`config.mk`:
```
export PLATFORM = sky130hd
export DESIGN_NAME = adc_block_average_calibrate
export DESIGN_NICKNAME = d
export VERILOG_FILES = /design/src/adcbac_pkg.sv /design/src/adc_block_average_calibrate.sv
export VERILOG_INCLUDE_DIRS = /design/src /design/src/src
export SDC_FILE = /design/constraint.sdc
export NUM_CORES = 1
export LEC_CHECK = 0
export BUFFER_PORTS_ARGS = -buffer_cell sky130_fd_sc_hd__buf_2
export CORE_MARGIN = 2
export CORE_UTILIZATION = 40
export DETAILED_ROUTE_END_ITERATION = 8
export PLACE_DENSITY = 0.66
export SLEW_MARGIN = 10
export SYNTH_ARGS = -nofsm -noshare
export SYNTH_HDL_FRONTEND = slang
export SYNTH_SLANG_ARGS = --single-unit
export TNS_END_PERCENT = 10
```
`constraint.sdc`:
```
create_clock -name i_clk -period 11.16 [get_ports i_clk]
set_input_delay 0 -clock i_clk [delete_from_list [all_inputs] [get_ports i_clk]]
set_output_delay 0 -clock i_clk [all_outputs]
set_load 0.02 [all_outputs]
```
`src/adc_block_average_calibrate_assert.svh`:
```
// Assertion macros for the block-average calibrator.
`ifndef ADC_BLOCK_AVERAGE_CALIBRATE_ASSERT_SVH
`define ADC_BLOCK_AVERAGE_CALIBRATE_ASSERT_SVH

// Same-cycle implication, checked on every rising edge outside reset.
`define ADCBAC_ASSERT_NOW(label, clk, rst_n, cond, expr, msg) \
    label: assert property (@(posedge clk) disable iff (!rst_n) (cond) |-> (expr)) \
        else $error(msg);

// Next-cycle implication, checked on every rising edge outside reset.
`define ADCBAC_ASSERT_NEXT(label, clk, rst_n, cond, expr, msg) \
    label: assert property (@(posedge clk) disable iff (!rst_n) (cond) |=> (expr)) \
        else $error(msg);

`endif

```
`src/adcbac_pkg.sv`:
```
package adcbac_pkg;

    localparam int SAMPLE_W   = 12;
    localparam int SAMPLE_MAX = 4095;
    localparam int ANGLE_W    = 16;
    localparam int VALUE_W    = 32;
    localparam int S_TDATA_W  = 16;
    localparam int CFG_IDX_W  = 3;
    localparam int CFG_DATA_W = 16;
    // |(mean - raw_min) * (angle_max - angle_min)| stays below 2**28
    localparam int PROD_MAG_W = 28;
    localparam int DELTA_W    = SAMPLE_W + 1;
    localparam int SPAN_A_W   = ANGLE_W + 1;
    localparam int PROD_W     = DELTA_W + SPAN_A_W;

    typedef enum logic [CFG_IDX_W-1:0] {
        CFG_CAL_ENABLE = 3'd0,
        CFG_RAW_MIN    = 3'd1,
        CFG_RAW_MAX    = 3'd2,
        CFG_ANGLE_MIN  = 3'd3,
        CFG_ANGLE_MAX  = 3'd4
    } t_cfg_idx;

    typedef enum logic [6:0] {
        S_IDLE  = 7'b0000001,
        S_MDIV  = 7'b0000010,
        S_MUL   = 7'b0000100,
        S_CLOAD = 7'b0001000,
        S_CDIV  = 7'b0010000,
        S_FIN   = 7'b0100000,
        S_OUT   = 7'b1000000
    } t_state;

endpackage

```
`src/adc_block_average_calibrate.sv`:
```
// Block averager with optional two-point linear calibration. Samples arrive one
// per item on the s stream and are summed in blocks of SEGMENT_LEN; after the
// last sample of a block one result leaves on the m stream: the truncated block
// mean, or with cal_enable set, angle_min + (mean-raw_min)*(angle_max-angle_min)
// / (raw_max-raw_min) with the division truncated toward zero (a zero raw span
// gives angle_min). tuser marks which of the two the result is. Every sample but
// the last of a block is accepted without a stall. The last one keeps the input
// stalled while the mean is formed by a reciprocal multiply and, when calibrating,
// while a multiply step, a load step, DIV_W = 28 steps of a restoring divider (one
// quotient bit per cycle) and a sign fix-up step run; a zero raw span skips the
// divider and the fix-up. The input stays held off through the hand-off to the
// output register, plus any wait on the output register. The result is buffered
// in one output register, so the next block's samples flow in while it waits.
// Configuration is taken at any time through the cfg port and is meant to change
// only while the block is idle; the settings at block end apply.
module adc_block_average_calibrate #(
    parameter int SEGMENT_LEN = 16
) (
    input  logic                                 i_clk,
    input  logic                                 i_rst_n,
    // slave stream, tdata: [11:0] sample, [15:12] zero
    input  logic                                 i_s_tvalid,
    output logic                                 o_s_tready,
    input  logic [adcbac_pkg::S_TDATA_W-1:0]     i_s_tdata,
    // master stream, tdata: [31:0] value
    output logic                                 o_m_tvalid,
    input  logic                                 i_m_tready,
    output logic [adcbac_pkg::VALUE_W-1:0]       o_m_tdata,
    // tuser: [0] calibrated
    output logic                                 o_m_tuser,
    // configuration write channel
    input  logic                                 i_cfg_valid,
    output logic                                 o_cfg_ready,
    input  logic [adcbac_pkg::CFG_IDX_W-1:0]     i_cfg_index,
    input  logic [adcbac_pkg::CFG_DATA_W-1:0]    i_cfg_data
);

    localparam int SUM_W  = $clog2(SEGMENT_LEN * adcbac_pkg::SAMPLE_MAX + 1);
    localparam int CNT_W  = $clog2(SEGMENT_LEN);
    localparam int DIV_W  = adcbac_pkg::PROD_MAG_W;
    localparam int DVS_W  = adcbac_pkg::SAMPLE_W;
    localparam int STEP_W = $clog2(DIV_W);
    localparam int SW     = adcbac_pkg::SAMPLE_W;
    localparam int VW     = adcbac_pkg::VALUE_W;
    localparam int AW     = adcbac_pkg::ANGLE_W;
    // mean = (sum * MEAN_RECIP) >> MEAN_SHIFT, exact for every sum below 2**SUM_W
    localparam int MEAN_SHIFT = SUM_W + $clog2(SEGMENT_LEN);
    localparam int RECIP_W    = SUM_W + 1;
    localparam int MPROD_W    = SUM_W + RECIP_W;
    localparam logic [RECIP_W-1:0] MEAN_RECIP =
        RECIP_W'((longint'(1) << MEAN_SHIFT) / SEGMENT_LEN + 1);

    adcbac_pkg::t_state r_state;

    // configuration registers
    logic                  r_cal_en;
    logic [SW-1:0]         r_raw_min;
    logic [SW-1:0]         r_raw_max;
    logic [AW-1:0]         r_angle_min;
    logic [AW-1:0]         r_angle_max;

    // block accumulator
    logic [SUM_W-1:0]      r_sum;
    logic [SUM_W-1:0]      n_sum;
    logic [CNT_W-1:0]      r_count;
    logic                  last_sample;
    logic                  s_accept;

    // block mean
    logic [MPROD_W-1:0]    mean_prod;
    logic [SW-1:0]         mean_val;

    // restoring divider; r_quo also holds the block sum for the mean
    logic [DIV_W-1:0]      r_quo;
    logic [DVS_W-1:0]      r_rem;
    logic [DVS_W-1:0]      r_dvs;
    logic [STEP_W-1:0]     r_step;
    logic [DVS_W:0]        rem_sh;
    logic                  q_bit;
    logic [DVS_W-1:0]      n_rem;

    // calibration datapath
    logic [SW-1:0]                       r_mean;
    logic                                r_res_cal;
    logic signed [adcbac_pkg::PROD_W-1:0] r_prod;
    logic                                r_neg;
    logic signed [adcbac_pkg::DELTA_W-1:0]  delta;
    logic signed [adcbac_pkg::SPAN_A_W-1:0] span_ang;
    logic signed [adcbac_pkg::DELTA_W-1:0]  raw_span;
    logic [adcbac_pkg::PROD_W-1:0]       prod_abs;
    logic [adcbac_pkg::DELTA_W-1:0]      raw_span_abs;
    logic [VW-1:0]                       angle_ext;
    logic [VW-1:0]                       q_mag;
    logic [VW-1:0]                       q_signed;

    // output register
    logic                  r_out_valid;
    logic [VW-1:0]         r_out_value;
    logic                  r_out_cal;
    logic [VW-1:0]         r_res;
    logic                  out_free;

    assign o_s_tready  = (r_state == adcbac_pkg::S_IDLE);
    assign o_cfg_ready = 1'b1;
    assign o_m_tvalid  = r_out_valid;
    assign o_m_tdata   = r_out_value;
    assign o_m_tuser   = r_out_cal;

    assign s_accept    = i_s_tvalid && o_s_tready;
    assign last_sample = (r_count == CNT_W'(SEGMENT_LEN - 1));
    assign n_sum       = r_sum + SUM_W'(i_s_tdata[SW-1:0]);
    assign out_free    = !r_out_valid || i_m_tready;

    // divide the block total by its length through the reciprocal
    assign mean_prod = {{RECIP_W{1'b0}}, r_quo[SUM_W-1:0]} * {{SUM_W{1'b0}}, MEAN_RECIP};
    assign mean_val  = mean_prod[MEAN_SHIFT +: SW];

    // one restoring step: shift in the next dividend bit, subtract if it fits
    always_comb begin
        rem_sh = {r_rem, r_quo[DIV_W-1]};
        q_bit  = (rem_sh >= {1'b0, r_dvs});
        if (q_bit) begin
            n_rem = DVS_W'(rem_sh - {1'b0, r_dvs});
        end else begin
            n_rem = rem_sh[DVS_W-1:0];
        end
    end

    // signed operands of the calibration line
    always_comb begin
        delta    = $signed({1'b0, r_mean}) - $signed({1'b0, r_raw_min});
        span_ang = $signed({r_angle_max[AW-1], r_angle_max})
                 - $signed({r_angle_min[AW-1], r_angle_min});
        raw_span = $signed({1'b0, r_raw_max}) - $signed({1'b0, r_raw_min});
        prod_abs = r_prod[adcbac_pkg::PROD_W-1] ? adcbac_pkg::PROD_W'(-r_prod)
                                                : adcbac_pkg::PROD_W'(r_prod);
        raw_span_abs = raw_span[adcbac_pkg::DELTA_W-1]
                     ? adcbac_pkg::DELTA_W'(-raw_span)
                     : adcbac_pkg::DELTA_W'(raw_span);
        angle_ext = {{(VW - AW){r_angle_min[AW-1]}}, r_angle_min};
        q_mag     = VW'(r_quo);
        q_signed  = r_neg ? (~q_mag + VW'(1)) : q_mag;
    end

    // configuration writes; unknown indexes drop
    always_ff @(posedge i_clk) begin
        if (!i_rst_n) begin
            r_cal_en    <= 1'b0;
            r_raw_min   <= '0;
            r_raw_max   <= '0;
            r_angle_min <= '0;
            r_angle_max <= '0;
        end else if (i_cfg_valid && o_cfg_ready) begin
            case (i_cfg_index)
                adcbac_pkg::CFG_CAL_ENABLE: r_cal_en    <= i_cfg_data[0];
                adcbac_pkg::CFG_RAW_MIN:    r_raw_min   <= i_cfg_data[SW-1:0];
                adcbac_pkg::CFG_RAW_MAX:    r_raw_max   <= i_cfg_data[SW-1:0];
                adcbac_pkg::CFG_ANGLE_MIN:  r_angle_min <= i_cfg_data[AW-1:0];
                adcbac_pkg::CFG_ANGLE_MAX:  r_angle_max <= i_cfg_data[AW-1:0];
                default: ;
            endcase
        end
    end

    // sequencer and control
    always_ff @(posedge i_clk) begin
        if (!i_rst_n) begin
            r_state     <= adcbac_pkg::S_IDLE;
            r_sum       <= '0;
            r_count     <= '0;
            r_out_valid <= 1'b0;
        end else begin
            // load a new result, or drop the one just taken
            if (r_state == adcbac_pkg::S_OUT && out_free) begin
                r_out_valid <= 1'b1;
            end else if (r_out_valid && i_m_tready) begin
                r_out_valid <= 1'b0;
            end
            case (r_state)
                adcbac_pkg::S_IDLE: begin
                    if (s_accept) begin
                        if (last_sample) begin
                            // close the block, divide the sum by its length
                            r_sum   <= '0;
                            r_count <= '0;
                            r_state <= adcbac_pkg::S_MDIV;
                        end else begin
                            r_sum   <= n_sum;
                            r_count <= r_count + CNT_W'(1);
                        end
                    end
                end
                adcbac_pkg::S_MDIV: begin
                    r_state <= r_cal_en ? adcbac_pkg::S_MUL : adcbac_pkg::S_OUT;
                end
                adcbac_pkg::S_MUL: begin
                    r_state <= adcbac_pkg::S_CLOAD;
                end
                adcbac_pkg::S_CLOAD: begin
                    r_state <= (raw_span == '0) ? adcbac_pkg::S_OUT : adcbac_pkg::S_CDIV;
                end
                adcbac_pkg::S_CDIV: begin
                    if (r_step == '0) begin
                        r_state <= adcbac_pkg::S_FIN;
                    end
                end
                adcbac_pkg::S_FIN: begin
                    r_state <= adcbac_pkg::S_OUT;
                end
                adcbac_pkg::S_OUT: begin
                    if (out_free) begin
                        r_state <= adcbac_pkg::S_IDLE;
                    end
                end
                default: begin
                    r_state <= adcbac_pkg::S_IDLE;
                end
            endcase
        end
    end

    // datapath: mean, multiplier, divider, result and output payload
    always_ff @(posedge i_clk) begin
        case (r_state)
            adcbac_pkg::S_IDLE: begin
                if (s_accept && last_sample) begin
                    r_quo <= DIV_W'(n_sum);
                end
            end
            adcbac_pkg::S_MDIV: begin
                r_mean    <= mean_val;
                r_res     <= VW'(mean_val);
                r_res_cal <= r_cal_en;
            end
            adcbac_pkg::S_MUL: begin
                r_prod <= delta * span_ang;
            end
            adcbac_pkg::S_CLOAD: begin
                r_quo  <= DIV_W'(prod_abs);
                r_rem  <= '0;
                r_dvs  <= DVS_W'(raw_span_abs);
                r_neg  <= r_prod[adcbac_pkg::PROD_W-1] ^ raw_span[adcbac_pkg::DELTA_W-1];
                r_step <= STEP_W'(DIV_W - 1);
                r_res  <= angle_ext;
            end
            adcbac_pkg::S_CDIV: begin
                r_quo  <= {r_quo[DIV_W-2:0], q_bit};
                r_rem  <= n_rem;
                r_step <= r_step - STEP_W'(1);
            end
            adcbac_pkg::S_FIN: begin
                r_res <= angle_ext + q_signed;
            end
            adcbac_pkg::S_OUT: begin
                if (out_free) begin
                    r_out_value <= r_res;
                    r_out_cal   <= r_res_cal;
                end
            end
            default: ;
        endcase
    end

`include "adc_block_average_calibrate_assert.svh"

    // the partial remainder never reaches the divisor while dividing
    `ADCBAC_ASSERT_NOW(a_rem_below_dvs, i_clk, i_rst_n, (r_state == adcbac_pkg::S_CDIV), (r_rem < r_dvs), "divider remainder not below divisor")
    // the last sample of a block starts the mean division
    `ADCBAC_ASSERT_NEXT(a_block_to_div, i_clk, i_rst_n, (s_accept && last_sample), (r_state == adcbac_pkg::S_MDIV && r_sum == '0), "block end did not start division")
    // a result appears only from the hand-off state
    `ADCBAC_ASSERT_NOW(a_out_from_seq, i_clk, i_rst_n, $rose(r_out_valid), ($past(r_state) == adcbac_pkg::S_OUT), "result valid without hand-off")

endmodule
```
After elaboration in Yosys (flattened, before gate mapping)
Index checks and enable logic that the tools add are counted.

storage, ports and cells
  register bits = 251
  latch bits = 0
  bits in writable memories = 0
  ROM bits = 0
  input bits = 40
  logic and storage cells = 95
  memories = 0

operators by class
  $add $sub $neg = 11
  $mul = 2
  divide/modulo/power cells = 0
  magnitude comparators = 1
  eq/ne operators = 17
  shifts and indexed selects = 0
  muxes and demuxes = 20
  bitwise operators = 2
  reduce and logical (&&, ||, !) cells = 22

operator list
  operator                                              count
  case mux 32 bit (3 select lines)                      1
  case mux 28 bit (3 select lines)                      1
  2-to-1 mux 28 bit                                     2
  case mux 7 bit (7 select lines)                       1
  2-to-1 mux 7 bit                                      6
  adder 32 x 1 -> 32 bit (second input constant)        1
  adder 32 bit                                          1
  multiplier 16 x 17 -> 32 bit (second input constant)  1
  2-to-1 mux 32 bit                                     1
  inverter 28 -> 32 bit                                 1
  multiplier 13 x 17 -> 30 bit                          1
  negator 28 bit                                        1
  subtractor 12 x 12 -> 13 bit                          2
  2-to-1 mux 12 bit                                     2
  case mux 12 bit (2 select lines)                      1
  subtractor 16 x 16 -> 17 bit                          1
  adder 16 x 12 -> 16 bit                               1
  2-to-1 mux 16 bit                                     1
  AND reduction 2 bit                                   8
  >= comparator 13 x 12 -> 1 bit                        1
  logical NOT 13 bit                                    1
  negator 12 bit                                        1
  subtractor 12 bit                                     1
  case mux 5 bit (2 select lines)                       1
  other kinds (26)                                      36

Longest topological paths before layout
  depth in word-level cells = 5
  gate-level depth with buffers = 34
  mapped depth without buffers = 33

Worst setup path after synthesis
OpenSTA, ideal clock, no wires.

  path kind = flip-flop to flip-flop
  start = register r_mean[0]
  end = register r_prod[26] in the netlist's numbering (data pin)
  arrival time = 7.858 ns
  data required time = 10.902 ns
  slack = 3.045 ns
  cell stages (with the launch flop) = 33
  period minus slack after synthesis = 8.115 ns
  cells stage by stage = edfxtp_1 > inv_1 > ha_1 > inv_1 > fa_1 > a21o_1 > a21oi_1 > nor2b_1 > o21a_1 > o41ai_1 > o21ba_2 > nand2b_1 > a21oi_1 > inv_1 > clkbuf_1 > nor2_1 > fa_1 > fa_1 > fa_1 > fa_1 > inv_1 > fa_1 > inv_1 > ha_1 > ha_1 > and3_1 > or4b_2 > a21oi_1 > nor2_1 > o211ai_1 > a21o_1 > a21oi_1 > xnor2_1

between the ends
  word-level cells in the longest chain between the ends = 2

ends and longest elaborated chain
  element                       RTL line                            text
  start, declared               adc_block_average_calibrate.sv:83   logic [SW-1:0] r_mean;
  start signal, assigned        adc_block_average_calibrate.sv:231  r_mean <= mean_val;
  subtractor 12 x 12 -> 13 bit  adc_block_average_calibrate.sv:131  delta = $signed({1'b0, r_mean}) - $signed({1'b0, r_raw_min});
  multiplier 13 x 17 -> 30 bit  adc_block_average_calibrate.sv:236  r_prod <= delta * span_ang;
  end signal, assigned          adc_block_average_calibrate.sv:236
  end, declared                 adc_block_average_calibrate.sv:85   logic signed [adcbac_pkg::PROD_W-1:0] r_prod;

Every way passes these cells.
A chain may end at the register's enable or synchronous reset.

Worst setup path after layout
  start = register r_raw_min[0]
  end = register r_prod[29] in the netlist's numbering (data pin)

between the ends
  word-level cells in the longest chain between the ends = 2

ends and longest elaborated chain
  element                       RTL line                            text
  start, declared               adc_block_average_calibrate.sv:57   logic [SW-1:0] r_raw_min;
  start signal, assigned        adc_block_average_calibrate.sv:156  adcbac_pkg::CFG_RAW_MIN: r_raw_min <= i_cfg_data[SW-1:0];
  subtractor 12 x 12 -> 13 bit  adc_block_average_calibrate.sv:131
  multiplier 13 x 17 -> 30 bit  adc_block_average_calibrate.sv:236

Every way passes these cells.

==> impl_results.md <==
* Status: complete, no violations
* Hold slack at 71.0 ps
* Worst Hold Path EP: r_quo[2]
* Starting DRT DRC Count at 1069
* WP data arrival at 9350 ps
* Gpl congestion at 0.908
* Ys flop type: edfxtp_1
* Synth top cells by count: 330 x nand2_1, 300 x inv_1, 212 x fa_1
* Req. time, crit path at 11480 ps
* Root Driver: clkbuf_16
* Post-synth EDFFs at ~170
* Setup WS post-layout at 2140 ps
* DR WL/cell at around 18 um
* Worst Setup End Kind: flop
* First-pass GRT wire length at 98000 um
* Cts repair resizes at 0
* Clock-pin transition on the worst setup and hold timing paths at 60 ps
* Sequential share of the synthesized area at 29.0%
* Slowest stage delay, CP at ~560 ps
* Startpoint Class: flop
* Hpwl dp at 47200 um
* CORE AREA at 56600 um2
* Critical path peak fanout at 13
* Post-Syn Instances at 2458
* Final min period at around 9000 ps
* Critical-path top delay cell: fa_1
* R2R cell count at 31
* DP Worst Slack at 2120 ps
* Full die area at 59300 um2
* Reg-to-reg slack, setup at roughly 2100 ps
* Detailed-route wire length at 59900 um
* Max transition margin at 24.4%
* FF+latch count, synth at 250
* Post-route ant nets at 0
* Mapped cell area at 22900 um2
* Fill count at 5433
* CP Class: reg -> reg
* Syn_nets at around 2.9k
* Max Freq at 111 MHz
* Die width at 244 um
* RSZ-0062 raised after global routing: no
* CTS tree: done
* Vias per std cell at 5.41
* GR Util All Layers at around a fifth
* Syn_area_per_cell at 9.34 um2
* Warnings from Yosys at 0
* Hold path start: i_s_tdata[2]
* Ranking of synthesized cells by area: edfxtp_1 22%, fa_1 18%, ha_1 9.5%
* Synth top area share at approximately 22%
* Final net count at slightly below 3k
* Yosys cell types at 74
* CTS sink count at 250
* Hold Path Cell Cnt at 4
* Post-CTS Hold Buffers at 25
* Asr flop ratio synth at 0%
* Area grow syn2layout at 10.4%
* Skew final at about 37 ps
* CTS Buffer Depth at 3
* Path type of the worst min-delay path: in -> reg
* Period utilization at 80.9%
* CTS Buf Count at 28
* Largest net degree at the start of global routing at 85
* Io pins at 76
* Post-CTS Setup Inserts at 0
* Die Y-Extent at roughly 240 um
* 1st-pass router iterations at 5
* Row cnt at 87
* Fin cells at 3311
* RR Endpoint: r_prod[29]
* Slew @ Worst Pin at 1120 ps
* Share of cells above drive strength 1 at 6.66%
* Vias in the first global route at 18.4k
* # DRC at 0
* Count of final setup violators at 0
* Setup TNS at 0 ps
* Leading area contributor after synthesis: edfxtp_1
* Max-slew violations at 0
* # port buffers at 70
* Final Hold Viols at 0
* H-tree Lvls at 1
* Total number of vias at 17.9k
* Clk Latency, worst-skew pair at approximately 580 ps
* Total grt overflow at 0
* Most common cell in the synthesized netlist: nand2_1
* Starting Density at 40.5%
* Max_cap viols at 0
* Cell repeated most along the worst path: fa_1
* Initial antenna violation count at 0
* R2R Path Start: r_raw_min[0]
* Placed Cells at ~3.2k
## cell families after synthesis
family          after synthesis  share of synthesized area (%)
flops                       250                           29.0
other cells                   1                         0.0163
xor+xnor                    164                           6.26
buf+inv                     379                           6.22
mux                          14                          0.627
simple gates                771                           15.7
fa+ha+maj                   387                           28.0
compound gates              492                           14.1
## how the worst max path moves through the flow
stage | cells after the start | slack, ps | start | to
after global routing | 31 | 1560 | r_raw_min[0] | r_prod[29]
final | 31 | 2140 | r_raw_min[0] | r_prod[29]
after detailed placement | 31 | 2120 | r_raw_min[0] | r_prod[29]
after global placement | 31 | 2230 | r_raw_min[0] | r_prod[29]
after CTS | 31 | 2150 | r_raw_min[0] | r_prod[29]
after floorplan | 32 | 3040 | r_mean[0] | r_prod[26]
## worst max-delay path, delay by kind of cell, from the launching register on
| kind | cells | cell delay [ps] |
|---|---|---|
| fa+ha+maj | 9 | 3860 |
| compound gates | 13 | 3390 |
| flops | 1 | 400 |
| buf+inv | 4 | 530 |
| xor+xnor | 1 | 160 |
| simple gates | 4 | 470 |
## sequential cells by signal, indices dropped and copies added, names as in the netlist, 5 cells and up
| signal | count |
|---|---|
| o_m_tdata | 32 |
| r_res | 32 |
| r_prod | 29 |
| r_quo | 28 |
| r_angle_max | 16 |
| r_angle_min | 16 |
| r_sum | 16 |
| r_dvs | 12 |
| r_mean | 12 |
| r_raw_max | 12 |
| r_raw_min | 12 |
| r_rem | 12 |
| r_state | 7 |
| r_step | 5 |
## per-stage QoR
step	utilization (%)	cell area [um2]
floorplan	-	22900
detailed placement	42.7	24200
global placement	42.7	24200
global route	44.8	25300
finish	44.8	25300
CTS	44.8	25300
## cells in the final DEF, fill, tap and decap left out, types with 9 or more instances in the layout
master	count
or4_1	11
and3_1	19
dfxtp_1	85
nor2_1	158
edfxtp_1	165
a21boi_0	70
a31oi_1	12
nand2b_1	40
buf_2	70
mux2i_1	11
o31ai_1	24
dlygate4sd3_1	25
and2_1	41
nor3_1	26
nor4_1	9
nand2_1	329
or2_2	9
o21a_1	16
inv_1	300
ha_1	175
o211ai_1	15
xnor2_1	106
clkbuf_16	30
xor2_1	57
fa_1	212
nand3_1	37
o41ai_1	9
a21o_1	28
a22oi_1	31
o21ai_0	115
o21bai_1	12
nor2b_1	39
buf_4	27
a211oi_1	10
a21oi_1	94
or3_1	19
## layer usage
layer	track usage (%)	routed length, um	up-vias
met1	26.6	25500	8837
met3	2.05	3190	111
met5	0	0	-
met2	35.8	29200	507
met4	6.81	2030	0
li1	-	-	8452
## layout make-up
class	instances	area [um2]	share of cell area [%]
multi-input cells	1829	14900	58.8
flip-flops and latches	250	6660	26.3
inverters	301	1130	4.46
well taps	756	946	3.73
repair buffers	122	803	3.17
clock buffers	37	777	3.07
clock inverters	15	138	0.543
diodes	1	2.50	0.00987
Power is not shown: default switching activity piles up to over one toggle a cycle in this logic, so the estimate is an artifact.
